==> src/hdl/unsigned_number_parser_suffix_assert.svh <==
// Assertion macros used by the number parser top level.
`ifndef UNSIGNED_NUMBER_PARSER_SUFFIX_ASSERT_SVH
`define UNSIGNED_NUMBER_PARSER_SUFFIX_ASSERT_SVH

// Same-cycle implication, disabled during reset.
`define UNPS_ASSERT_NOW(name, clk, rst, ante, cons) \
   name: assert property (@(posedge clk) disable iff (rst) (ante) |-> (cons)) \
      else $error("unps assertion failed");

// Next-cycle implication, disabled during reset.
`define UNPS_ASSERT_NEXT(name, clk, rst, ante, cons) \
   name: assert property (@(posedge clk) disable iff (rst) (ante) |=> (cons)) \
      else $error("unps assertion failed");

`endif

==> src/hdl/unps_pkg.sv <==
// Package: types, constants and helpers for the number parser.
`timescale 1ns / 1ps
package unps_pkg;

   localparam int VALUE_W = 32;
   localparam int OFF_W   = 8;
   localparam int BASE_W  = 5;
   localparam int SHIFT_W = 5;
   localparam int DIGIT_W = 6;

   localparam logic [OFF_W-1:0]   MAX_LEN   = 8'd255;
   localparam logic [VALUE_W-1:0] VALUE_MAX = '1;

   localparam logic [SHIFT_W-1:0] SHIFT_R = 5'd13;
   localparam logic [SHIFT_W-1:0] SHIFT_K = 5'd10;
   localparam logic [SHIFT_W-1:0] SHIFT_M = 5'd20;
   localparam logic [SHIFT_W-1:0] SHIFT_G = 5'd30;

   localparam logic [BASE_W-1:0] BASE_NONE = 5'd0;
   localparam logic [BASE_W-1:0] BASE_ONE  = 5'd1;
   localparam logic [BASE_W-1:0] BASE_BIN  = 5'd2;
   localparam logic [BASE_W-1:0] BASE_OCT  = 5'd8;
   localparam logic [BASE_W-1:0] BASE_DEC  = 5'd10;
   localparam logic [BASE_W-1:0] BASE_HEX  = 5'd16;

   localparam logic [7:0] CH_NUL   = 8'h00;
   localparam logic [7:0] CH_TAB   = 8'h09;
   localparam logic [7:0] CH_CR    = 8'h0D;
   localparam logic [7:0] CH_SPACE = 8'h20;
   localparam logic [7:0] CH_PLUS  = 8'h2B;
   localparam logic [7:0] CH_MINUS = 8'h2D;
   localparam logic [7:0] CH_0     = 8'h30;
   localparam logic [7:0] CH_1     = 8'h31;
   localparam logic [7:0] CH_9     = 8'h39;
   localparam logic [7:0] CH_UA    = 8'h41;
   localparam logic [7:0] CH_UX    = 8'h58;
   localparam logic [7:0] CH_UZ    = 8'h5A;
   localparam logic [7:0] CH_LA    = 8'h61;
   localparam logic [7:0] CH_LB    = 8'h62;
   localparam logic [7:0] CH_LG    = 8'h67;
   localparam logic [7:0] CH_LK    = 8'h6B;
   localparam logic [7:0] CH_LM    = 8'h6D;
   localparam logic [7:0] CH_LR    = 8'h72;
   localparam logic [7:0] CH_LX    = 8'h78;
   localparam logic [7:0] CH_LZ    = 8'h7A;
   localparam logic [7:0] CASE_GAP = 8'h20;

   localparam logic [DIGIT_W-1:0] DIGIT_NONE = '1;
   localparam logic [DIGIT_W-1:0] DIGIT_HEX  = 6'd16;

   typedef enum logic [1:0] {
      PH_IDLE,
      PH_ACTIVE,
      PH_ENDED
   } phase_type;

   typedef enum logic [2:0] {
      CV_WS,
      CV_SIGNED,
      CV_ZERO,
      CV_XSEEN,
      CV_DIGITS,
      CV_DONE
   } conv_type;

   typedef struct packed {
      phase_type            phase;
      conv_type             conv;
      logic [VALUE_W-1:0]   acc;
      logic [BASE_W-1:0]    base_in_use;
      logic [BASE_W-1:0]    conv_base;
      logic                 negative;
      logic                 saturated;
      logic [OFF_W-1:0]     position;
      logic [OFF_W-1:0]     stop_pos;
      logic [OFF_W-1:0]     start_off;
      logic                 run_started;
      logic                 scan_done;
      logic [SHIFT_W-1:0]   shift;
      logic                 digit_seen;
   } parse_state_type;

   // Everything the output stage needs to form one result.
   typedef struct packed {
      logic [VALUE_W-1:0] acc;
      logic               negative;
      logic               saturated;
      logic [SHIFT_W-1:0] shift;
      logic [OFF_W-1:0]   end_offset;
      logic               converted;
   } snap_type;

   function automatic logic [DIGIT_W-1:0] digit_val(input logic [7:0] c);
      logic [DIGIT_W-1:0] d;
      d = DIGIT_NONE;
      if (c >= CH_0 && c <= CH_9) d = DIGIT_W'(c - CH_0);
      else if (c >= CH_LA && c <= CH_LZ) d = DIGIT_W'(c - CH_LA + 8'd10);
      else if (c >= CH_UA && c <= CH_UZ) d = DIGIT_W'(c - CH_UA + 8'd10);
      return d;
   endfunction

   function automatic logic is_space(input logic [7:0] c);
      return (c == CH_SPACE) || (c >= CH_TAB && c <= CH_CR);
   endfunction

   function automatic logic [OFF_W-1:0] off_inc(input logic [OFF_W-1:0] p);
      return (p >= MAX_LEN) ? MAX_LEN : p + 1'b1;
   endfunction

endpackage

==> src/hdl/unps_parse.sv <==
// Per-character parse state and its registered update.
`timescale 1ns / 1ps
module unps_parse
   import unps_pkg::*;
(
   input  logic         clock,
   input  logic         reset,
   input  logic         item_valid,
   input  logic [7:0]   ch,
   input  logic         first,
   input  logic         last,
   input  logic [4:0]   radix,
   output logic         emit,
   output snap_type     snap
);

   parse_state_type state_ff;
   parse_state_type state_in;
   parse_state_type start_val;

   always_comb begin
      start_val             = '0;
      start_val.phase       = PH_IDLE;
      start_val.conv        = CV_WS;
   end

   always_comb begin
      parse_state_type    s;
      logic [DIGIT_W-1:0] d;
      logic [7:0]         lc;
      logic [OFF_W-1:0]   p;
      logic               feed;
      logic               handled;
      logic               do_acc;
      logic               in_run;
      logic [VALUE_W+BASE_W:0] prod;

      s       = state_ff;
      feed    = 1'b0;
      handled = 1'b0;
      do_acc  = 1'b0;
      in_run  = 1'b0;
      prod    = '0;
      emit    = 1'b0;
      d       = digit_val(ch);
      lc      = (ch >= CH_UA && ch <= CH_UZ) ? ch + CASE_GAP : ch;
      p       = state_ff.position;

      if (first) begin
         s             = start_val;
         s.phase       = PH_ACTIVE;
         s.base_in_use = radix;
         s.conv_base   = radix;
         s.conv        = (radix == BASE_ONE) ? CV_DONE : CV_WS;
         p             = '0;
      end

      if (s.phase != PH_IDLE) begin
         if (s.phase == PH_ACTIVE) begin
            if (ch == CH_NUL) begin
               if (!s.run_started) s.start_off = p;
               s.phase = PH_ENDED;
            end else begin
               feed = 1'b1;
               if (!s.run_started) begin
                  if (ch == CH_SPACE || ch == CH_TAB) begin
                     feed = 1'b0;
                  end else if (s.base_in_use == BASE_NONE && ch == CH_LB) begin
                     s.base_in_use = BASE_BIN;
                     s.conv_base   = BASE_BIN;
                     s.start_off   = off_inc(p);
                     s.run_started = 1'b1;
                     feed          = 1'b0;
                  end else begin
                     s.start_off   = p;
                     s.run_started = 1'b1;
                  end
               end

               if (feed) begin
                  // suffix run: hex digits and x/X (binary: 0/1)
                  if (!s.scan_done) begin
                     if (s.base_in_use == BASE_BIN) in_run = (ch == CH_0 || ch == CH_1);
                     else in_run = (d < DIGIT_HEX) || ch == CH_LX || ch == CH_UX;
                     if (!in_run) begin
                        case (lc)
                           CH_LR:   s.shift = SHIFT_R;
                           CH_LK:   s.shift = SHIFT_K;
                           CH_LM:   s.shift = SHIFT_M;
                           CH_LG:   s.shift = SHIFT_G;
                           default: s.shift = '0;
                        endcase
                        s.scan_done = 1'b1;
                     end
                  end

                  // conversion sequencer
                  if (s.conv != CV_DONE) begin
                     if (s.conv == CV_WS) begin
                        if (is_space(ch)) begin
                           handled = 1'b1;
                        end else begin
                           s.conv = CV_SIGNED;
                           if (ch == CH_PLUS) begin
                              handled = 1'b1;
                           end else if (ch == CH_MINUS) begin
                              s.negative = 1'b1;
                              handled    = 1'b1;
                           end
                        end
                     end
                     if (!handled && s.conv == CV_SIGNED) begin
                        if (ch == CH_0 &&
                            (s.conv_base == BASE_NONE || s.conv_base == BASE_HEX)) begin
                           s.digit_seen = 1'b1;
                           s.acc        = '0;
                           s.stop_pos   = off_inc(p);
                           s.conv       = CV_ZERO;
                        end else begin
                           if (s.conv_base == BASE_NONE) s.conv_base = BASE_DEC;
                           do_acc = 1'b1;
                        end
                     end else if (!handled && s.conv == CV_ZERO) begin
                        if (ch == CH_LX || ch == CH_UX) begin
                           s.conv = CV_XSEEN;
                        end else begin
                           if (s.conv_base == BASE_NONE) s.conv_base = BASE_OCT;
                           do_acc = 1'b1;
                        end
                     end else if (!handled && s.conv == CV_XSEEN) begin
                        if (d < DIGIT_HEX) begin
                           s.conv_base = BASE_HEX;
                           do_acc      = 1'b1;
                        end else begin
                           s.conv = CV_DONE;
                        end
                     end else if (!handled) begin
                        do_acc = 1'b1;
                     end
                  end

                  if (do_acc) begin
                     if (s.conv_base < BASE_BIN || {1'b0, d} >= {2'b0, s.conv_base}) begin
                        s.conv = CV_DONE;
                     end else begin
                        if (!s.saturated) begin
                           prod = (VALUE_W+BASE_W+1)'(s.acc) * (VALUE_W+BASE_W+1)'(s.conv_base)
                                + (VALUE_W+BASE_W+1)'(d);
                           if (prod[VALUE_W+BASE_W:VALUE_W] != '0) begin
                              s.saturated = 1'b1;
                              s.acc       = VALUE_MAX;
                           end else begin
                              s.acc = prod[VALUE_W-1:0];
                           end
                        end
                        s.digit_seen = 1'b1;
                        s.stop_pos   = off_inc(p);
                        s.conv       = CV_DIGITS;
                     end
                  end
               end

               if (last) begin
                  if (!s.run_started) s.start_off = off_inc(p);
                  s.phase = PH_ENDED;
               end
            end
         end
         s.position = off_inc(p);
         if (last) begin
            emit    = 1'b1;
            s.phase = PH_IDLE;
         end
      end

      snap.acc        = s.acc;
      snap.negative   = s.negative;
      snap.saturated  = s.saturated;
      snap.shift      = s.shift;
      snap.end_offset = s.digit_seen ? s.stop_pos : s.start_off;
      snap.converted  = s.digit_seen;
      state_in        = item_valid ? s : state_ff;
      emit            = emit & item_valid;
   end

   always_ff @(posedge clock) begin
      if (reset) begin
         state_ff <= start_val;
      end else begin
         state_ff <= state_in;
      end
   end

endmodule

==> src/hdl/unsigned_number_parser_suffix.sv <==
// Top level: streaming unsigned number parser with r/k/m/g size suffix.
//
// Usage: characters of a string arrive on the req_ channel, one per
// transaction; req_first opens a string and samples req_radix (0 detects
// the base from the prefix, a leading 'b' selects binary), req_last closes
// it. One rsp_ transaction follows each closed string that was opened:
// the value after the suffix shift, the end offset, the overflow flag and
// whether any digit was converted. Characters outside a string are dropped.
// The last character passes through the input register, the parse stage
// and the output register before the result is valid.
// One character per cycle unless stalled; the parse stage updates its state
// with one 32x5 multiply-add per character, which sets the clock period.
// A stalled rsp_ready backs up the pipeline one stage at a time; up to two
// results and one character are held before req_ready drops.
// Reset (synchronous, active high) empties all stages and closes any open
// string; the first character after reset must carry req_first.
`timescale 1ns / 1ps
`include "unsigned_number_parser_suffix_assert.svh"
module unsigned_number_parser_suffix
   import unps_pkg::*;
(
   input  logic                clock,
   input  logic                reset,
   input  logic                req_valid,
   output logic                req_ready,
   input  logic [7:0]          req_ch,
   input  logic                req_first,
   input  logic                req_last,
   input  logic [4:0]          req_radix,
   output logic                rsp_valid,
   input  logic                rsp_ready,
   output logic [VALUE_W-1:0]  rsp_value,
   output logic [OFF_W-1:0]    rsp_end_offset,
   output logic                rsp_overflow,
   output logic                rsp_converted
);

   logic               a_valid_ff, a_valid_in;
   logic [7:0]         a_ch_ff;
   logic               a_first_ff;
   logic               a_last_ff;
   logic [4:0]         a_radix_ff;
   logic               b_valid_ff, b_valid_in;
   snap_type           b_snap_ff;
   logic               rsp_valid_ff, rsp_valid_in;
   logic [VALUE_W-1:0] rsp_value_ff, rsp_value_in;
   logic [OFF_W-1:0]   rsp_end_offset_ff;
   logic               rsp_overflow_ff;
   logic               rsp_converted_ff;

   logic               req_take;
   logic               a_adv;
   logic               b_adv;
   logic               emit;
   snap_type           snap;
   logic [VALUE_W-1:0] signed_val;

   assign b_adv     = b_valid_ff && (!rsp_valid_ff || rsp_ready);
   assign a_adv     = a_valid_ff && (!b_valid_ff || b_adv);
   assign req_ready = !a_valid_ff || a_adv;
   assign req_take  = req_valid && req_ready;

   assign a_valid_in   = req_take || (a_valid_ff && !a_adv);
   assign b_valid_in   = (a_adv && emit) || (b_valid_ff && !b_adv);
   assign rsp_valid_in = b_adv || (rsp_valid_ff && !rsp_ready);

   unps_parse u_parse (
      .clock      (clock),
      .reset      (reset),
      .item_valid (a_adv),
      .ch         (a_ch_ff),
      .first      (a_first_ff),
      .last       (a_last_ff),
      .radix      (a_radix_ff),
      .emit       (emit),
      .snap       (snap)
   );

   // saturated accumulator already holds all ones, so negation is skipped
   always_comb begin
      if (b_snap_ff.saturated) signed_val = VALUE_MAX;
      else if (b_snap_ff.negative) signed_val = VALUE_W'(0) - b_snap_ff.acc;
      else signed_val = b_snap_ff.acc;
      rsp_value_in = signed_val << b_snap_ff.shift;
   end

   always_ff @(posedge clock) begin
      if (reset) begin
         a_valid_ff   <= 1'b0;
         b_valid_ff   <= 1'b0;
         rsp_valid_ff <= 1'b0;
      end else begin
         a_valid_ff   <= a_valid_in;
         b_valid_ff   <= b_valid_in;
         rsp_valid_ff <= rsp_valid_in;
      end
   end

   always_ff @(posedge clock) begin
      if (req_take) begin
         a_ch_ff    <= req_ch;
         a_first_ff <= req_first;
         a_last_ff  <= req_last;
         a_radix_ff <= req_radix;
      end
      if (a_adv && emit) begin
         b_snap_ff <= snap;
      end
      if (b_adv) begin
         rsp_value_ff      <= rsp_value_in;
         rsp_end_offset_ff <= b_snap_ff.end_offset;
         rsp_overflow_ff   <= b_snap_ff.saturated;
         rsp_converted_ff  <= b_snap_ff.converted;
      end
   end

   assign rsp_valid      = rsp_valid_ff;
   assign rsp_value      = rsp_value_ff;
   assign rsp_end_offset = rsp_end_offset_ff;
   assign rsp_overflow   = rsp_overflow_ff;
   assign rsp_converted  = rsp_converted_ff;

   `UNPS_ASSERT_NEXT(a_held_on_stall, clock, reset, a_valid_ff && !a_adv, a_valid_ff)
   `UNPS_ASSERT_NEXT(b_held_on_stall, clock, reset, b_valid_ff && !b_adv, b_valid_ff)
   `UNPS_ASSERT_NOW(sat_means_all_ones, clock, reset,
      b_valid_ff && b_snap_ff.saturated, b_snap_ff.acc == VALUE_MAX)
   `UNPS_ASSERT_NOW(no_digit_zero_value, clock, reset,
      rsp_valid_ff && !rsp_converted_ff, rsp_value_ff == '0 && !rsp_overflow_ff)

endmodule
==> config.mk <==
export PLATFORM = sky130hd
export DESIGN_NAME = unsigned_number_parser_suffix
export DESIGN_NICKNAME = d
export VERILOG_FILES = /design/src/hdl/unps_pkg.sv /design/src/hdl/unps_parse.sv /design/src/hdl/unsigned_number_parser_suffix.sv
export VERILOG_INCLUDE_DIRS = /design/src /design/src/hdl
export SDC_FILE = /design/constraint.sdc
export NUM_CORES = 1
export LEC_CHECK = 0
export BUFFER_PORTS_ARGS = -buffer_cell sky130_fd_sc_hd__buf_4
export CORE_ASPECT_RATIO = 2
export CORE_MARGIN = 2
export CORE_UTILIZATION = 25
export CTS_BUF_LIST = sky130_fd_sc_hd__clkbuf_4 sky130_fd_sc_hd__clkbuf_8 sky130_fd_sc_hd__clkbuf_16
export CTS_CLUSTER_SIZE = 8
export DETAILED_ROUTE_END_ITERATION = 8
export SLEW_MARGIN = 0
export SYNTH_ARGS = -nofsm -noshare
export SYNTH_HDL_FRONTEND = slang
export SYNTH_SLANG_ARGS = --single-unit
==> constraint.sdc <==
create_clock -name clock -period 18.9 [get_ports clock]
set_clock_uncertainty 0.2 [all_clocks]
set_input_delay 1.89 -clock clock [delete_from_list [all_inputs] [get_ports clock]]
set_output_delay 1.89 -clock clock [all_outputs]
set_load 0.02 [all_outputs]
After elaboration in Yosys (flattened, before gate mapping)
Index checks and enable logic that the tools add are counted.
Word-level totals
  register bits: 189
  input port bits: 19
  output and inout bits: 44
  logic and storage cells: 254
Cells by class
  add/sub/neg operators: 9
  $mul: 1
  $lt $le $gt $ge: 12
  eq/ne operators: 21
  shifts and indexed selects: 1
  multiplexer cells: 133
  bitwise logic cells: 1
  reduce and logical (&&, ||, !) cells: 45
Operators with widths (number)
  $mux 35: 8
  $mux 32: 6
  $mux 81: 2
  $mux 8: 16
  $mux 10: 6
  $mux 6: 10
  $eq 8x7->1 const B: 7
  $mux 9: 6
  $mux 1: 49
  $mux 49: 1
  $mux 47: 1
  $eq 8x6->1 const B: 5
  $mux 5: 8
  $mux 3: 13
  $add 37x6->38: 1
  $mul 32x5->37: 1
  $shl 32x5->32: 1
  $sub 1x32->32 const A: 1
  $mux 24: 1
  $pmux 5 s4: 1
  $ge 8x7->1 const B: 2
  $le 8x7->1 const B: 2
  $logic_and 1x1->1: 16
  $logic_or 1x1->1: 14
  31 further kinds: 45

Depth between registers and ports, before layout
Gate-level depths: netlist of the first run.
  depth in word-level cells: 38
  mapped depth: 30

Hierarchy
A second synthesis of the first run with hierarchy kept.
Second synthesis, totals
  cell total of the unflattened synthesis: 2361
  area total of the unflattened synthesis: 19128.3 µm²
Modules (own cells, without submodules)
  unps_parse: instances 1, cells an instance 1709, area an instance 12418.2 µm², seq. area each 1621.6 µm²
  unsigned_number_parser_suffix: instances 1, cells an instance 652, area an instance 6710.2 µm², seq. area each 3213.1 µm²

Worst setup path after synthesis of the first run
Ideal clock, no wire load.
  path kind: register to register
  start point: reg a_ch_ff[4]
  end point: reg b_snap_ff[16] in the netlist's numbering (data pin)
  arrival: 7.138 ns
  setup slack: 11.307 ns
  cell stages (with the launch flop): 29
  period minus slack after synthesis: 7.593 ns
  cells stage by stage: edfxtp_1 -> clkbuf_1 -> inv_1 -> ha_1 -> nor3b_1 -> nand2_1 -> o2111ai_1 -> o21a_1 -> nor2_1 -> a31oi_1 -> nand2_1 -> clkbuf_1 -> nor3_1 -> fa_1 -> fa_1 -> inv_1 -> fa_1 -> inv_1 -> ha_1 -> a21o_1 -> a311o_1 -> o211a_1 -> o311ai_1 -> a211oi_1 -> o311a_1 -> or3_1 -> buf_6 -> or4_4 -> and3_1
RTL lines
  start, declared: line unsigned_number_parser_suffix.sv:39  | logic [7:0] a_ch_ff;
  start signal, assigned: line unsigned_number_parser_suffix.sv:101  | a_ch_ff <= req_ch;
  end signal, assigned: line unsigned_number_parser_suffix.sv:107  | b_snap_ff <= snap;
  end, declared: line unsigned_number_parser_suffix.sv:44  | snap_type b_snap_ff;

==> results by group, run 1 <==
Run status
  • Status: finished clean

Critical path
  • Origin of the critical flop-to-flop path: a_ch_ff[4]
  • Critical Path Sink Type: flop
  • Arrival time reported for the critical path endpoint: 9.23 ns
  • FF-to-FF setup slack: roughly 9.7 ns
  • Capture instance of the worst register-to-register path: b_snap_ff[16]
  • Setup crit start kind: flop
  • Required @ worst endpoint: 18.93 ns
  • Highest net fanout along the worst path: 51
  • Register-to-Register Path Depth: 23
  • Type of the setup path with the least slack: reg -> reg

Power and ir drop
  • Fraction of power spent switching nets: 0.298
  • Internal power contribution: between 0.7 and 0.8 mW
  • Worst VDD drop: between 0.08 and 0.09 mV
  • Leakage power figure: 7.86 nW
  • Sequential cell fraction of total power: 0.456
  • Total power density per cell area: about 50 nW/µm²
  • Logic gate share of total power: 0.161
  • Power dissipated by switching net loads: 0.300 mW
  • Clock network power share: 0.383

Timing
  • Share of the cycle needed by the critical path after routing: 0.487
  • Total negative setup slack: 0 ns
  • Count of final max-slew check failures: 0
  • Final-report hold violation count: 0
  • Timing-limited maximum frequency: 0.109 GHz
  • Time the worst path needs with I/O delays and setup: 9.20 ns
  • Actual transition at the worst max-transition pin: 1.07 ns
  • Number of setup violations in the final report: 0
  • Relative slew slack: 0.280
  • Setup repair after global routing missed its margin: no

Synthesis
  • Count of warnings emitted by yosys: 0
  • EDFF count, synth: 105
  • Largest cells by area after synthesis: sky130_fd_sc_hd__edfxtp_1 (17%), sky130_fd_sc_hd__fa_1 (11%), sky130_fd_sc_hd__dfxtp_1 (9.3%)
  • Share of synthesized flip-flops with an asynchronous set or reset: 0
  • Post-synthesis net count: 2393
  • Flip-flop and latch count after synthesis: 189
  • Post-synthesis instance area: 18000 µm²
  • Number of distinct library cell variants in the gate-level netlist after synthesis: 91
  • Number of instances in the synthesized netlist: approximately 2200
  • Yosys top cell area share: 0.175
  • Biggest area consumer among synthesized cells: sky130_fd_sc_hd__edfxtp_1
  • Most used DFF post-synth: sky130_fd_sc_hd__edfxtp_1
  • Share of synthesized area occupied by flip-flops and latches: 0.268
  • Synthesized area divided by synthesized cell count: 8.25 µm²

Hold path
  • Hold EP: rsp_end_offset[5]
  • Hold path start: b_snap_ff[6]
  • Type of the worst min-delay path: reg -> reg
  • Cell count of the worst hold path: 0

Routing
  • Post-detailed-route DRC marker count: 0
  • Via density per instance: 5.34
  • Final antenna-violating net count: 0
  • DRC marker count from the first detailed-route iteration: 951
  • WL per Instance: 18.5 µm
  • Number of detailed-route iterations in the first pass: 5
  • Number of vias in the routed layout: 16500
  • Sum of routed wire length over all layers: 57.2 mm

CTS
  • Root buffer cell: sky130_fd_sc_hd__clkbuf_16
  • Clock sink count: 189
  • Total number of H-tree levels: 4
  • Clk pin slew, worst setup/hold paths: 0.08 ns
  • Number of instances resized during post-cts repair: 0
  • Hold-fix buffers at CTS: 0
  • TritonCTS clock tree: yes
  • Cts bufs inserted: 17
  • Maximum number of buffers from clock root to sink: 2
  • Clock latency of the later-clocked register in the worst-skew pair: 0.47 ns
  • Setup Buffers After CTS: 0

Global route
  • Wire length of the first global-routing pass: a little over 90 mm
  • Largest net degree at the start of global routing: 63
  • Remaining global-route overflow: 0
  • Global-route usage over all layers: 0.155
  • Initial antenna violation count: 0
  • Via count of the first global-routing pass: 17000

Floorplan
  • Initial cell density of the core: 0.252
  • Overall die area: 74400 µm²
  • Std-Cell Rows: 139
  • Placeable Area: 71700 µm²
  • Die boundary height: 384 µm
  • Boundary pin count: 63
  • Width of the chip: roughly 190 µm

Layout
  • Diode count: 0
  • Share of final-layout standard cells stronger than drive strength 1: 0.0836
  • Final instance area: 20000 µm²
  • Final #Nets: 2363
  • Layout-stage area growth over the synthesis result: 10.7%

Placement
  • Gpl congestion: 0.956
  • Placement Cell Area: 19400 µm²
  • PortBufs: 62
  • Placed wire-length estimate: 44.5 mm

Job
  • Number of maximum-capacitance constraint violations: 0
==> metal layers <==
metal	GRT usage	vias to the layer above	share of wire
met5	0	-	0
met3	0.0200	218	0.035
met2	0.301	514	0.54
met1	0.147	7932	0.35
li1	-	7806	-
met4	0.113	0	0.071
==> kinds of logic (layout without fill, tap and decap cells) <==
family / count (synthesis) / in the layout / synth area share
DFF: 189 / 189 / 0.268
AOI/OAI and AO/OA: 545 / 545 / 0.207
adders and majority gates: 189 / 189 / 0.171
muxes: 61 / 61 / 0.0385
and+or+nand+nor: 814 / 814 / 0.217
xor gates and xnor gates: 58 / 58 / 0.0282
buffers and inverters: 329 / 310 / 0.0703
==> flip-flops by register name (all words and copies together) (netlist names) <==
name              count
u_parse.state_ff     81
a_radix_ff            5
rsp_valid             1
a_ch_ff               8
b_valid_ff            1
rsp_converted         1
rsp_overflow          1
rsp_value            32
a_first_ff            1
b_snap_ff            48
rsp_end_offset        8
a_last_ff             1
a_valid_ff            1
==> worst max-delay path, cell delays in order (launching register included) <==
cell and delay (ns):
sky130_fd_sc_hd__edfxtp_1 0.59, sky130_fd_sc_hd__ha_1 0.31, sky130_fd_sc_hd__nor3b_1 0.68, sky130_fd_sc_hd__o2111ai_1 0.44, sky130_fd_sc_hd__nor2_4 0.52, sky130_fd_sc_hd__buf_4 0.50, sky130_fd_sc_hd__buf_4 0.53, sky130_fd_sc_hd__nor3_1 0.16
sky130_fd_sc_hd__fa_1 0.56, sky130_fd_sc_hd__inv_1 0.06, sky130_fd_sc_hd__fa_1 0.51, sky130_fd_sc_hd__fa_1 0.55, sky130_fd_sc_hd__inv_1 0.04, sky130_fd_sc_hd__ha_1 0.43, sky130_fd_sc_hd__nand4_1 0.39, sky130_fd_sc_hd__nor4_1 0.46
sky130_fd_sc_hd__and2_1 0.18, sky130_fd_sc_hd__o311ai_0 0.12, sky130_fd_sc_hd__and3b_1 0.22, sky130_fd_sc_hd__xnor2_1 0.13, sky130_fd_sc_hd__or3_1 0.37, sky130_fd_sc_hd__buf_4 0.24, sky130_fd_sc_hd__or4_4 0.51, sky130_fd_sc_hd__and3_1 0.18
==> metrics by stage <==
| step | hold WS [ns] | power (mW) | setup slack (ns) | util | std cells |
|---|---|---|---|---|---|
| after floorplan | 0.200 | 0.573 | 11.31 | - | 2185 |
| after global placement | 0.204 | 0.628 | 9.77 | 0.270 | 3052 |
| after detailed placement | 0.207 | 0.630 | 9.77 | 0.270 | 3052 |
| after CTS | 0.224 | 1.01 | 9.74 | 0.279 | 3082 |
| after global routing | 0.232 | 1.05 | 9.09 | 0.279 | 3082 |
| final | 0.223 | 1.01 | 9.70 | 0.279 | 3082 |
==> worst max-delay path by stage <==
| stage | startpoint | cells past startpoint | slack (ns) | to |
|---|---|---|---|---|
| finish | a_ch_ff[4] | 23 | 9.70 | b_snap_ff[16] |
| global route | a_ch_ff[4] | 23 | 9.09 | b_snap_ff[16] |
| floorplan | a_ch_ff[4] | 28 | 11.31 | b_snap_ff[16] |
| global placement | a_ch_ff[4] | 23 | 9.77 | b_snap_ff[16] |
| detailed placement | a_ch_ff[4] | 23 | 9.77 | b_snap_ff[16] |
| CTS | a_ch_ff[4] | 23 | 9.74 | b_snap_ff[16] |
==> Yosys cell counts (10+ instances only) <==
cell / number
sky130_fd_sc_hd__a211oi_1: 29
sky130_fd_sc_hd__a21o_1: 29
sky130_fd_sc_hd__a21oi_1: 131
sky130_fd_sc_hd__a22o_1: 11
sky130_fd_sc_hd__a31oi_1: 13
sky130_fd_sc_hd__and2_1: 16
sky130_fd_sc_hd__and3_1: 32
sky130_fd_sc_hd__buf_2: 18
sky130_fd_sc_hd__clkbuf_1: 113
sky130_fd_sc_hd__dfxtp_1: 84
sky130_fd_sc_hd__edfxtp_1: 105
sky130_fd_sc_hd__fa_1: 96
sky130_fd_sc_hd__ha_1: 93
sky130_fd_sc_hd__inv_1: 182
sky130_fd_sc_hd__mux2_2: 17
sky130_fd_sc_hd__mux2i_1: 39
sky130_fd_sc_hd__nand2_1: 205
sky130_fd_sc_hd__nand2b_1: 15
sky130_fd_sc_hd__nand3_1: 66
sky130_fd_sc_hd__nand4_1: 19
sky130_fd_sc_hd__nor2_1: 179
sky130_fd_sc_hd__nor2b_1: 26
sky130_fd_sc_hd__nor3_1: 179
sky130_fd_sc_hd__nor3b_1: 11
sky130_fd_sc_hd__nor4_1: 19
sky130_fd_sc_hd__o211ai_1: 28
sky130_fd_sc_hd__o21a_1: 14
sky130_fd_sc_hd__o21ai_0: 93
sky130_fd_sc_hd__o21bai_1: 17
sky130_fd_sc_hd__o22ai_1: 13
sky130_fd_sc_hd__o2bb2ai_1: 19
sky130_fd_sc_hd__o31ai_1: 17
sky130_fd_sc_hd__o41ai_1: 10
sky130_fd_sc_hd__or2_2: 11
sky130_fd_sc_hd__or3_1: 12
sky130_fd_sc_hd__xnor2_1: 31
sky130_fd_sc_hd__xor2_1: 27
==> cell type report <==
cell class | count | area (µm²)
clock buffers | 19 | 440
inverters | 187 | 702
flip-flops and latches | 189 | 4830
well taps | 916 | 1150
clock inverters | 11 | 161
fillers | 7748 | 51700
repair buffers | 93 | 698
multi-input cells | 1667 | 12000
==> power groups by stage <==
stage | logic, mW | registers [mW] | clock network (mW)
after floorplan | 0.111 | 0.462 | 0
after global placement | 0.160 | 0.468 | 0
after detailed placement | 0.161 | 0.469 | 0
after CTS | 0.162 | 0.459 | 0.391
after global routing | 0.177 | 0.461 | 0.408
final | 0.163 | 0.460 | 0.386
==> cell usage in the layout (no fill, tap or decap), types with 19 or more instances in the layout <==
cell,synthesis,layout
sky130_fd_sc_hd__inv_1,182,180
sky130_fd_sc_hd__nor3_1,179,179
sky130_fd_sc_hd__a21o_1,29,29
sky130_fd_sc_hd__a211oi_1,29,29
sky130_fd_sc_hd__nor2_1,179,177
sky130_fd_sc_hd__edfxtp_1,105,105
sky130_fd_sc_hd__nand2_1,205,205
sky130_fd_sc_hd__o21ai_0,93,93
sky130_fd_sc_hd__and3_1,32,32
sky130_fd_sc_hd__nand4_1,19,19
sky130_fd_sc_hd__o211ai_1,28,28
sky130_fd_sc_hd__fa_1,96,96
sky130_fd_sc_hd__a21oi_1,131,130
sky130_fd_sc_hd__o2bb2ai_1,19,19
sky130_fd_sc_hd__nor2b_1,26,25
sky130_fd_sc_hd__buf_4,1,93
sky130_fd_sc_hd__xnor2_1,31,31
sky130_fd_sc_hd__dfxtp_1,84,84
sky130_fd_sc_hd__nand3_1,66,66
sky130_fd_sc_hd__nor4_1,19,19
sky130_fd_sc_hd__ha_1,93,93
sky130_fd_sc_hd__mux2i_1,39,39
sky130_fd_sc_hd__xor2_1,27,27
(Power assumes the default switching activity.)
==> inputs of run 2 (changes only) <==
--- a/config.mk
+++ b/config.mk
@@ -6,6 +6,7 @@
 export SDC_FILE = /design/constraint.sdc
 export NUM_CORES = 1
 export LEC_CHECK = 0
+export ABC_AREA = 1
 export BUFFER_PORTS_ARGS = -buffer_cell sky130_fd_sc_hd__buf_4
 export CORE_ASPECT_RATIO = 2
 export CORE_MARGIN = 2
==> constraint.sdc (replaced) <==
create_clock -name clock -period 7.9 [get_ports clock]
set_clock_uncertainty 0.2 [all_clocks]
set_input_delay 0.79 -clock clock [delete_from_list [all_inputs] [get_ports clock]]
set_output_delay 0.79 -clock clock [all_outputs]
set_load 0.02 [all_outputs]
==> run 2 against run 1 <==
Total power rose to 2.7 times the previous value. Cell count is 20% higher. Sequential cell count is the same. Worst setup slack got worse by 9.1 ns. Wire length fell by 4.4%. Clock power is 140% higher. Non-clock buffer count grew 2. First-iteration DRC count is 7.0% lower. Via count rose by 6.5%. Count of clock-buffer cells in the layout is 2 lower. Sequential power increased by 140%. Critical endpoint is now b_snap_ff[47].
==> results by group, run 2 <==
Layout
  • Layout-stage area growth over the synthesis result: 11.3%
  • Number of flip-flops in the largest register: 81 (unchanged)
  • Diode count: 0 (unchanged)
  • Utilization after layout: 0.280 (+0.00180)
  • Share of final-layout standard cells stronger than drive strength 1: 0.0677 (-0.0159)
  • Final instance area: 20600 µm² (+3.3%)
  • Most frequent cells in the layout: sky130_fd_sc_hd__nand2_1 (590), sky130_fd_sc_hd__inv_1 (460), sky130_fd_sc_hd__nor2_1 (383)
  • Final #Nets: 2973 (+26%)
  • Top reg by flops: u_parse.state_ff
  • Most common cell after layout, fill and taps aside: sky130_fd_sc_hd__nand2_1

Routing
  • Via density per instance: 4.73 (-11%)
  • Sum of routed wire length over all layers: 54.6 mm (-4.4%)
  • Post-detailed-route DRC marker count: 0 (unchanged)
  • Number of detailed-route iterations in the first pass: 5 (unchanged)
  • DRC marker count from the first detailed-route iteration: 884 (-7.0%)
  • Number of vias in the routed layout: 17500 (+6.5%)
  • Final antenna-violating net count: 0 (unchanged)
  • WL per Instance: 14.7 µm (-21%)

Global route
  • Wire length of the first global-routing pass: 89.5 mm (-2.7%)
  • Initial antenna violation count: 0 (unchanged)
  • Largest net degree at the start of global routing: 74 (+17%)
  • Remaining global-route overflow: 0 (unchanged)
  • Via count of the first global-routing pass: 17700 (+3.8%)
  • Global-route usage over all layers: 0.146 (-0.00826)

Timing
  • Time the worst path needs with I/O delays and setup: 7.34 ns (-1.86 ns)
  • Relative slew slack: 0.305 (+0.0246)
  • Hold WS: 0.228 ns (+0.00488 ns)
  • Share of the cycle needed by the critical path after routing: 0.929 (+0.442)
  • Number of setup violations in the final report: 0 (unchanged)
  • Actual transition at the worst max-transition pin: 1.04 ns (-0.0286 ns)
  • Count of final max-slew check failures: 0 (unchanged)
  • Final-report hold violation count: 0 (unchanged)
  • Timing-limited maximum frequency: 0.136 GHz (+25%)
  • Total negative setup slack: 0 ns (unchanged)

Synthesis
  • Mux cell area share after synthesis: 0.00216 (-0.0363)
  • Count of warnings emitted by yosys: 0 (unchanged)
  • Yosys top cell area share: 0.170 (-0.00472)
  • Number of instances in the synthesized netlist: 2765 (+27%)
  • Share of synthesized area occupied by flip-flops and latches: 0.261 (-0.00724)
  • Combinational family with the most area after synthesis: simple AND/OR/NAND/NOR gates
  • Adder and majority cell fraction of the synthesized area: 0.166 (-0.00462)
  • EDFF count, synth: 105 (unchanged)
  • Post-synthesis net count: 2973 (+24%)
  • Leading cell types by count after synthesis: sky130_fd_sc_hd__nand2_1 (591), sky130_fd_sc_hd__inv_1 (461), sky130_fd_sc_hd__nor2_1 (386), sky130_fd_sc_hd__nand3_1 (266), sky130_fd_sc_hd__a21oi_1 (178)
  • Post-synthesis compound-gate area fraction: 0.132 (-0.0749)
  • Number of distinct library cell variants in the gate-level netlist after synthesis: 53 (-42%)
  • Post-synthesis xor/xnor area fraction: 0.0165 (-0.0116)
  • Simple logic cell fraction of the synthesized area: 0.301 (+0.0840)
  • Synthesized area divided by synthesized cell count: 6.70 µm² (-19%)
  • Post-synthesis instance area: 18500 µm² (+2.8%)
  • Flip-flop and latch count after synthesis: 189 (unchanged)
  • Share of synthesized flip-flops with an asynchronous set or reset: 0 (unchanged)
  • Top-count cell post-synth: sky130_fd_sc_hd__nand2_1
  • Most used DFF post-synth: sky130_fd_sc_hd__edfxtp_1
  • Biggest area consumer among synthesized cells: sky130_fd_sc_hd__edfxtp_1
  • Largest cells by area after synthesis: sky130_fd_sc_hd__edfxtp_1 (17%), sky130_fd_sc_hd__nand2_1 (12%), sky130_fd_sc_hd__fa_1 (10%)

Power and ir drop
  • Total design power: 2.71 mW (+170%)
  • Total power density per cell area: 132 nW/µm² (+160%)
  • Worst VDD drop: 0.185 mV (+130%)
  • Leakage power figure: 9.58 nW (+22%)

CTS
  • Clock sink count: 189 (unchanged)
  • Hold-fix buffers at CTS: 0 (unchanged)
  • Root buffer cell: sky130_fd_sc_hd__clkbuf_16
  • Cts bufs inserted: 17 (unchanged)
  • Total number of H-tree levels: 4 (unchanged)
  • TritonCTS clock tree: yes
  • Clk pin slew, worst setup/hold paths: 0.09 ns (about the same)
  • Maximum number of buffers from clock root to sink: 2 (unchanged)
  • Clock latency of the later-clocked register in the worst-skew pair: 0.49 ns (+0.02 ns)

Critical path
  • Most prevalent standard cell on the critical path: sky130_fd_sc_hd__nand2_1
  • Arrival time reported for the critical path endpoint: 7.37 ns (-1.86 ns)
  • Critical path's slowest cell: sky130_fd_sc_hd__fa_1
  • Setup crit start kind: flop
  • Peak per-stage delay on the critical path: 0.58 ns (-0.10 ns)
  • Required @ worst endpoint: 7.94 ns (-10.99 ns)
  • WP buf/inv: 5 (unchanged)
  • Highest net fanout along the worst path: 26 (-49%)
  • Type of the setup path with the least slack: reg -> reg
  • Top delay family on crit path: adder cells
  • Critical Path Sink Type: flop
  • FF-to-FF setup slack: 0.56 ns (-9.14 ns)

Run status
  • Status: finished clean

Floorplan
  • Overall die area: 76500 µm² (+2.7%)
  • Boundary pin count: 63 (unchanged)
  • Width of the chip: 197 µm (+1.3%)
  • Initial cell density of the core: 0.252 (+0.000258)
  • Std-Cell Rows: 141 (+1.4%)
  • Placeable Area: 73600 µm² (+2.7%)
  • Die boundary height: 389 µm (+1.4%)

Job
  • Number of maximum-capacitance constraint violations: 0 (unchanged)

Placement
  • Placed wire-length estimate: 43.5 mm (-2.2%)
  • Gpl congestion: 0.906 (-5.2%)
  • PortBufs: 62 (unchanged)
  • Placement Cell Area: 20000 µm² (+3.2%)

Hold path
  • Type of the worst min-delay path: reg -> reg
-- run 2: power breakdown --
part	internal [mW]	switching [mW]	leakage, nW
Sequential	1.08	0.0282	1.67
Combinational	0.218	0.468	7.60
Clock	0.459	0.460	0.300
-- run 2: path summary, 6_finish.rpt --
path,start,endpoint,cells past startpoint
hold reg to reg,b_snap_ff[0],rsp_converted,0
hold / removal,b_snap_ff[0],rsp_converted,0
setup / recovery,a_ch_ff[5],b_snap_ff[47],35
setup reg to reg,a_ch_ff[5],b_snap_ff[47],35
-- run 2: worst reg2reg max path: cells and delay by family, from the launching register on --
family | cells | cell delay (ns)
compound gates | 6 | 1.32
xor+xnor | 1 | 0.17
fa+ha+maj | 5 | 2.22
buf+inv | 5 | 0.62
flops | 1 | 0.49
simple gates | 18 | 2.03
-- run 2: cells by family (layout without fill, tap and decap cells) --
logic type	count (synthesis)	after routing
multiplexers	4	4
XOR/XNOR	35	35
flip-flops	189	189
AND/OR/NAND/NOR	1328	1328
adder cells (fa/ha/maj)	189	189
buffers and inverters	584	597
AO/OA/AOI/OAI	436	436
-- run 2: metal layers --
layer,vias up,routed length [µm],GRT usage
met5,-,0,0
met4,0,2870,0.0820
met3,165,1600,0.0152
met2,396,30300,0.292
met1,8153,19900,0.144
li1,8825,-,-
-- run 2: metrics by stage --
step,setup slack (ns),cells
detailed placement,0.500,3673
CTS,0.457,3705
floorplan,1.47,2765
finish,0.564,3707
global route,-0.00105,3707
global placement,0.560,3673
-- run 2: area by class of cell --
type / count / area [µm²]
Clock buffer: 17 / 425
Clock inverter: 15 / 193
Fill cell: 8024 / 52900
Inverter: 470 / 1760
Multi-Input combinational cell: 1992 / 11500
Sequential cell: 189 / 4830
Tap cell: 929 / 1160
Timing Repair Buffer: 95 / 754
-- run 2: timing repair --
action                     4_1_cts  5_1_grt
setup buffers                    0        2
setup endpoints to repair        0       66
resized for setup                0        8
==> inputs of run 3 (changes only) <==
--- a/config.mk
+++ b/config.mk
@@ -10,10 +10,11 @@
 export BUFFER_PORTS_ARGS = -buffer_cell sky130_fd_sc_hd__buf_4
 export CORE_ASPECT_RATIO = 2
 export CORE_MARGIN = 2
-export CORE_UTILIZATION = 25
+export CORE_UTILIZATION = 58
 export CTS_BUF_LIST = sky130_fd_sc_hd__clkbuf_4 sky130_fd_sc_hd__clkbuf_8 sky130_fd_sc_hd__clkbuf_16
 export CTS_CLUSTER_SIZE = 8
 export DETAILED_ROUTE_END_ITERATION = 8
+export PLACE_DENSITY = 0.78
 export SLEW_MARGIN = 0
 export SYNTH_ARGS = -nofsm -noshare
 export SYNTH_HDL_FRONTEND = slang
==> run 3 against run 2 <==
Sequential share of layout area rose by 0.75 points. Worst hold slack got worse by 0.0067 ns. Wire length decreased by 1.4%. Worst setup slack worse by 0.078 ns. Utilization rose by 35 points. Count of clock-buffer cells in the layout grew 4. Critical path type unchanged. Largest cell class unchanged. Highest routed layer unchanged.
==> results by group, run 3 (synthesis results as in run 2) <==
Layout
  • Diode count: 0 (unchanged)
  • Utilization after layout: 0.634 (+0.353)
  • Final instance area: 20000 µm² (-3.1%)
  • Number of flip-flops in the largest register: 81 (unchanged)
  • Most frequent cells in the layout: sky130_fd_sc_hd__nand2_1 (590), sky130_fd_sc_hd__inv_1 (460), sky130_fd_sc_hd__nor2_1 (383)
  • Most common cell after layout, fill and taps aside: sky130_fd_sc_hd__nand2_1
  • Top reg by flops: u_parse.state_ff
  • Final #Nets: 2976 (+0.10%)
  • Non-filler cells, final: 3204 (-14%)
  • Layout-stage area growth over the synthesis result: 7.81%
  • Share of final-layout standard cells stronger than drive strength 1: 0.0701 (+0.00244)
  • Fill cell instance count of the final layout: 3045 (-62%)

CTS
  • Maximum number of buffers from clock root to sink: 2 (unchanged)
  • Clock sink count: 189 (unchanged)
  • Clk pin slew, worst setup/hold paths: 0.07 ns (-0.02 ns)
  • Clock latency of the later-clocked register in the worst-skew pair: 0.46 ns (-0.03 ns)
  • Cts bufs inserted: 17 (unchanged)
  • Total number of H-tree levels: 4 (unchanged)
  • Hold-fix buffers at CTS: 0 (unchanged)
  • Root buffer cell: sky130_fd_sc_hd__clkbuf_16
  • TritonCTS clock tree: yes

Critical path
  • Setup crit start kind: flop
  • Critical Path Sink Type: flop
  • Type of the setup path with the least slack: reg -> reg
  • Required @ worst endpoint: 8.05 ns (+0.11 ns)
  • WP buf/inv: 8 (+3)
  • Highest net fanout along the worst path: 33 (+27%)
  • Arrival time reported for the critical path endpoint: 7.57 ns (+0.20 ns)
  • Most prevalent standard cell on the critical path: sky130_fd_sc_hd__nand2_1
  • Critical path's slowest cell: sky130_fd_sc_hd__fa_1
  • Top delay family on crit path: simple AND/OR/NAND/NOR gates
  • Peak per-stage delay on the critical path: 0.56 ns (-0.02 ns)

Global route
  • Largest net degree at the start of global routing: 75 (+1.4%)
  • Remaining global-route overflow: 0 (unchanged)
  • Via count of the first global-routing pass: 18200 (+2.7%)
  • Global-route usage over all layers: 0.331 (+0.185)
  • Initial antenna violation count: 0 (unchanged)
  • Wire length of the first global-routing pass: 88.3 mm (-1.4%)

Floorplan
  • Placeable Area: 31500 µm² (-57%)
  • Initial cell density of the core: 0.588 (+0.336)
  • Std-Cell Rows: 92 (-35%)
  • Width of the chip: 130 µm (-34%)
  • Overall die area: 33500 µm² (-56%)
  • Die boundary height: 257 µm (-34%)
  • Boundary pin count: 63 (unchanged)

Placement
  • Placement Cell Area: 19300 µm² (-3.2%)
  • Instance count after placement with tap cells included: 3168 (-14%)
  • Pre-CTS setup slack: 0.394 ns (-0.106 ns)
  • Gpl congestion: 1.03 (+13%)
  • Placed wire-length estimate: 42.3 mm (-2.7%)
  • PortBufs: 62 (unchanged)

Run status
  • Status: finished clean

Routing
  • Number of vias in the routed layout: 18300 (+4.1%)
  • Final antenna-violating net count: 0 (unchanged)
  • WL per Instance: 16.8 µm (+14%)
  • Via density per instance: 5.70 (+20%)
  • Post-detailed-route DRC marker count: 0 (unchanged)
  • Sum of routed wire length over all layers: 53.9 mm (-1.4%)
  • Number of detailed-route iterations in the first pass: 6 (+1)
  • DRC marker count from the first detailed-route iteration: 1400 (+58%)

Power and ir drop
  • Sequential cell fraction of total power: 0.414 (+0.005)
  • Leakage power figure: 9.58 nW (about the same)
  • Clock network power share: 0.322 (-0.017)
  • Total power density per cell area: 134 nW/µm² (+1.7%)
  • Internal power contribution: 1.77 mW (+0.41%)
  • Power dissipated by switching net loads: 0.908 mW (-5.0%)
  • Worst VDD drop: 0.161 mV (-13%)
  • Logic gate share of total power: 0.264 (+0.012)
  • Fraction of power spent switching nets: 0.340 (-0.0126)

Timing
  • Count of final max-slew check failures: 0 (unchanged)
  • Total negative setup slack: 0 ns (unchanged)
  • Number of setup violations in the final report: 0 (unchanged)
  • Relative slew slack: 0.377 (+0.0726)
  • Time the worst path needs with I/O delays and setup: 7.41 ns (+0.0776 ns)
  • Share of the cycle needed by the critical path after routing: 0.938 (+0.00982)
  • Setup repair after global routing missed its margin: no
  • Actual transition at the worst max-transition pin: 0.930 ns (-0.112 ns)
  • Timing-limited maximum frequency: 0.135 GHz (-1.0%)
  • Final worst setup slack: 0.486 ns (-0.0776 ns)
  • Final-report hold violation count: 0 (unchanged)

Hold path
  • Type of the worst min-delay path: reg -> reg

Job
  • Number of maximum-capacitance constraint violations: 0 (unchanged)
-- run 3: cell types whose count changed in the layout (fill, tap and decap cells not counted), moves of 3 or more --
cell	before	now
sky130_fd_sc_hd__clkinv_8	3	0
sky130_fd_sc_hd__buf_4	91	94
sky130_fd_sc_hd__inv_6	3	0
sky130_fd_sc_hd__clkinvlp_4	0	3
-- run 3: power groups by stage --
stage / Sequential, mW / Combinational (mW) / Clock (mW)
2_1_floorplan: 1.12 / 0.495 / 0
3_3_place_gp: 1.13 / 0.676 / 0
3_5_place_dp: 1.13 / 0.686 / 0
4_1_cts: 1.11 / 0.692 / 0.861
5_1_grt: 1.11 / 0.784 / 0.899
6_report: 1.11 / 0.705 / 0.861
-- run 3: cell type report --
type / count / area (µm²) / area share
flip-flops and latches: 189 / 4830 / 0.242
well taps: 423 / 529 / 0.0265
clock buffers: 21 / 468 / 0.0234
repair buffers: 98 / 777 / 0.0389
clock inverters: 11 / 113 / 0.00564
multi-input cells: 1992 / 11500 / 0.575
inverters: 470 / 1770 / 0.0885
-- run 3: per-layer routing --
metal	GRT usage	wire length, µm
met4	0.192	3390
met3	0.0367	2300
met1	0.345	19200
met2	0.622	29000
met5	0	0
-- run 3: final timing paths --
kind | depth (start not counted) | to | slack, ns | start
hold / removal | 0 | rsp_end_offset[1] | 0.22 | b_snap_ff[2]
setup / recovery | 37 | u_parse.state_ff[69] | 0.49 | a_ch_ff[5]
setup reg to reg | 37 | u_parse.state_ff[69] | 0.49 | a_ch_ff[5]
hold reg to reg | 0 | rsp_end_offset[1] | 0.22 | b_snap_ff[2]
-- run 3: per-stage QoR --
| step | hold slack (ns) | power [mW] |
|---|---|---|
| after detailed placement | 0.205 | 1.82 |
| final | 0.221 | 2.67 |
| after CTS | 0.221 | 2.66 |
| after floorplan | 0.200 | 1.62 |
| after global placement | 0.200 | 1.80 |
| after global routing | 0.229 | 2.80 |
-- run 3: what timing repair did --
item / CTS / global route
gates resized for setup: 0 / 9
setup buffers: 0 / 4
setup endpoints to repair: 0 / 66
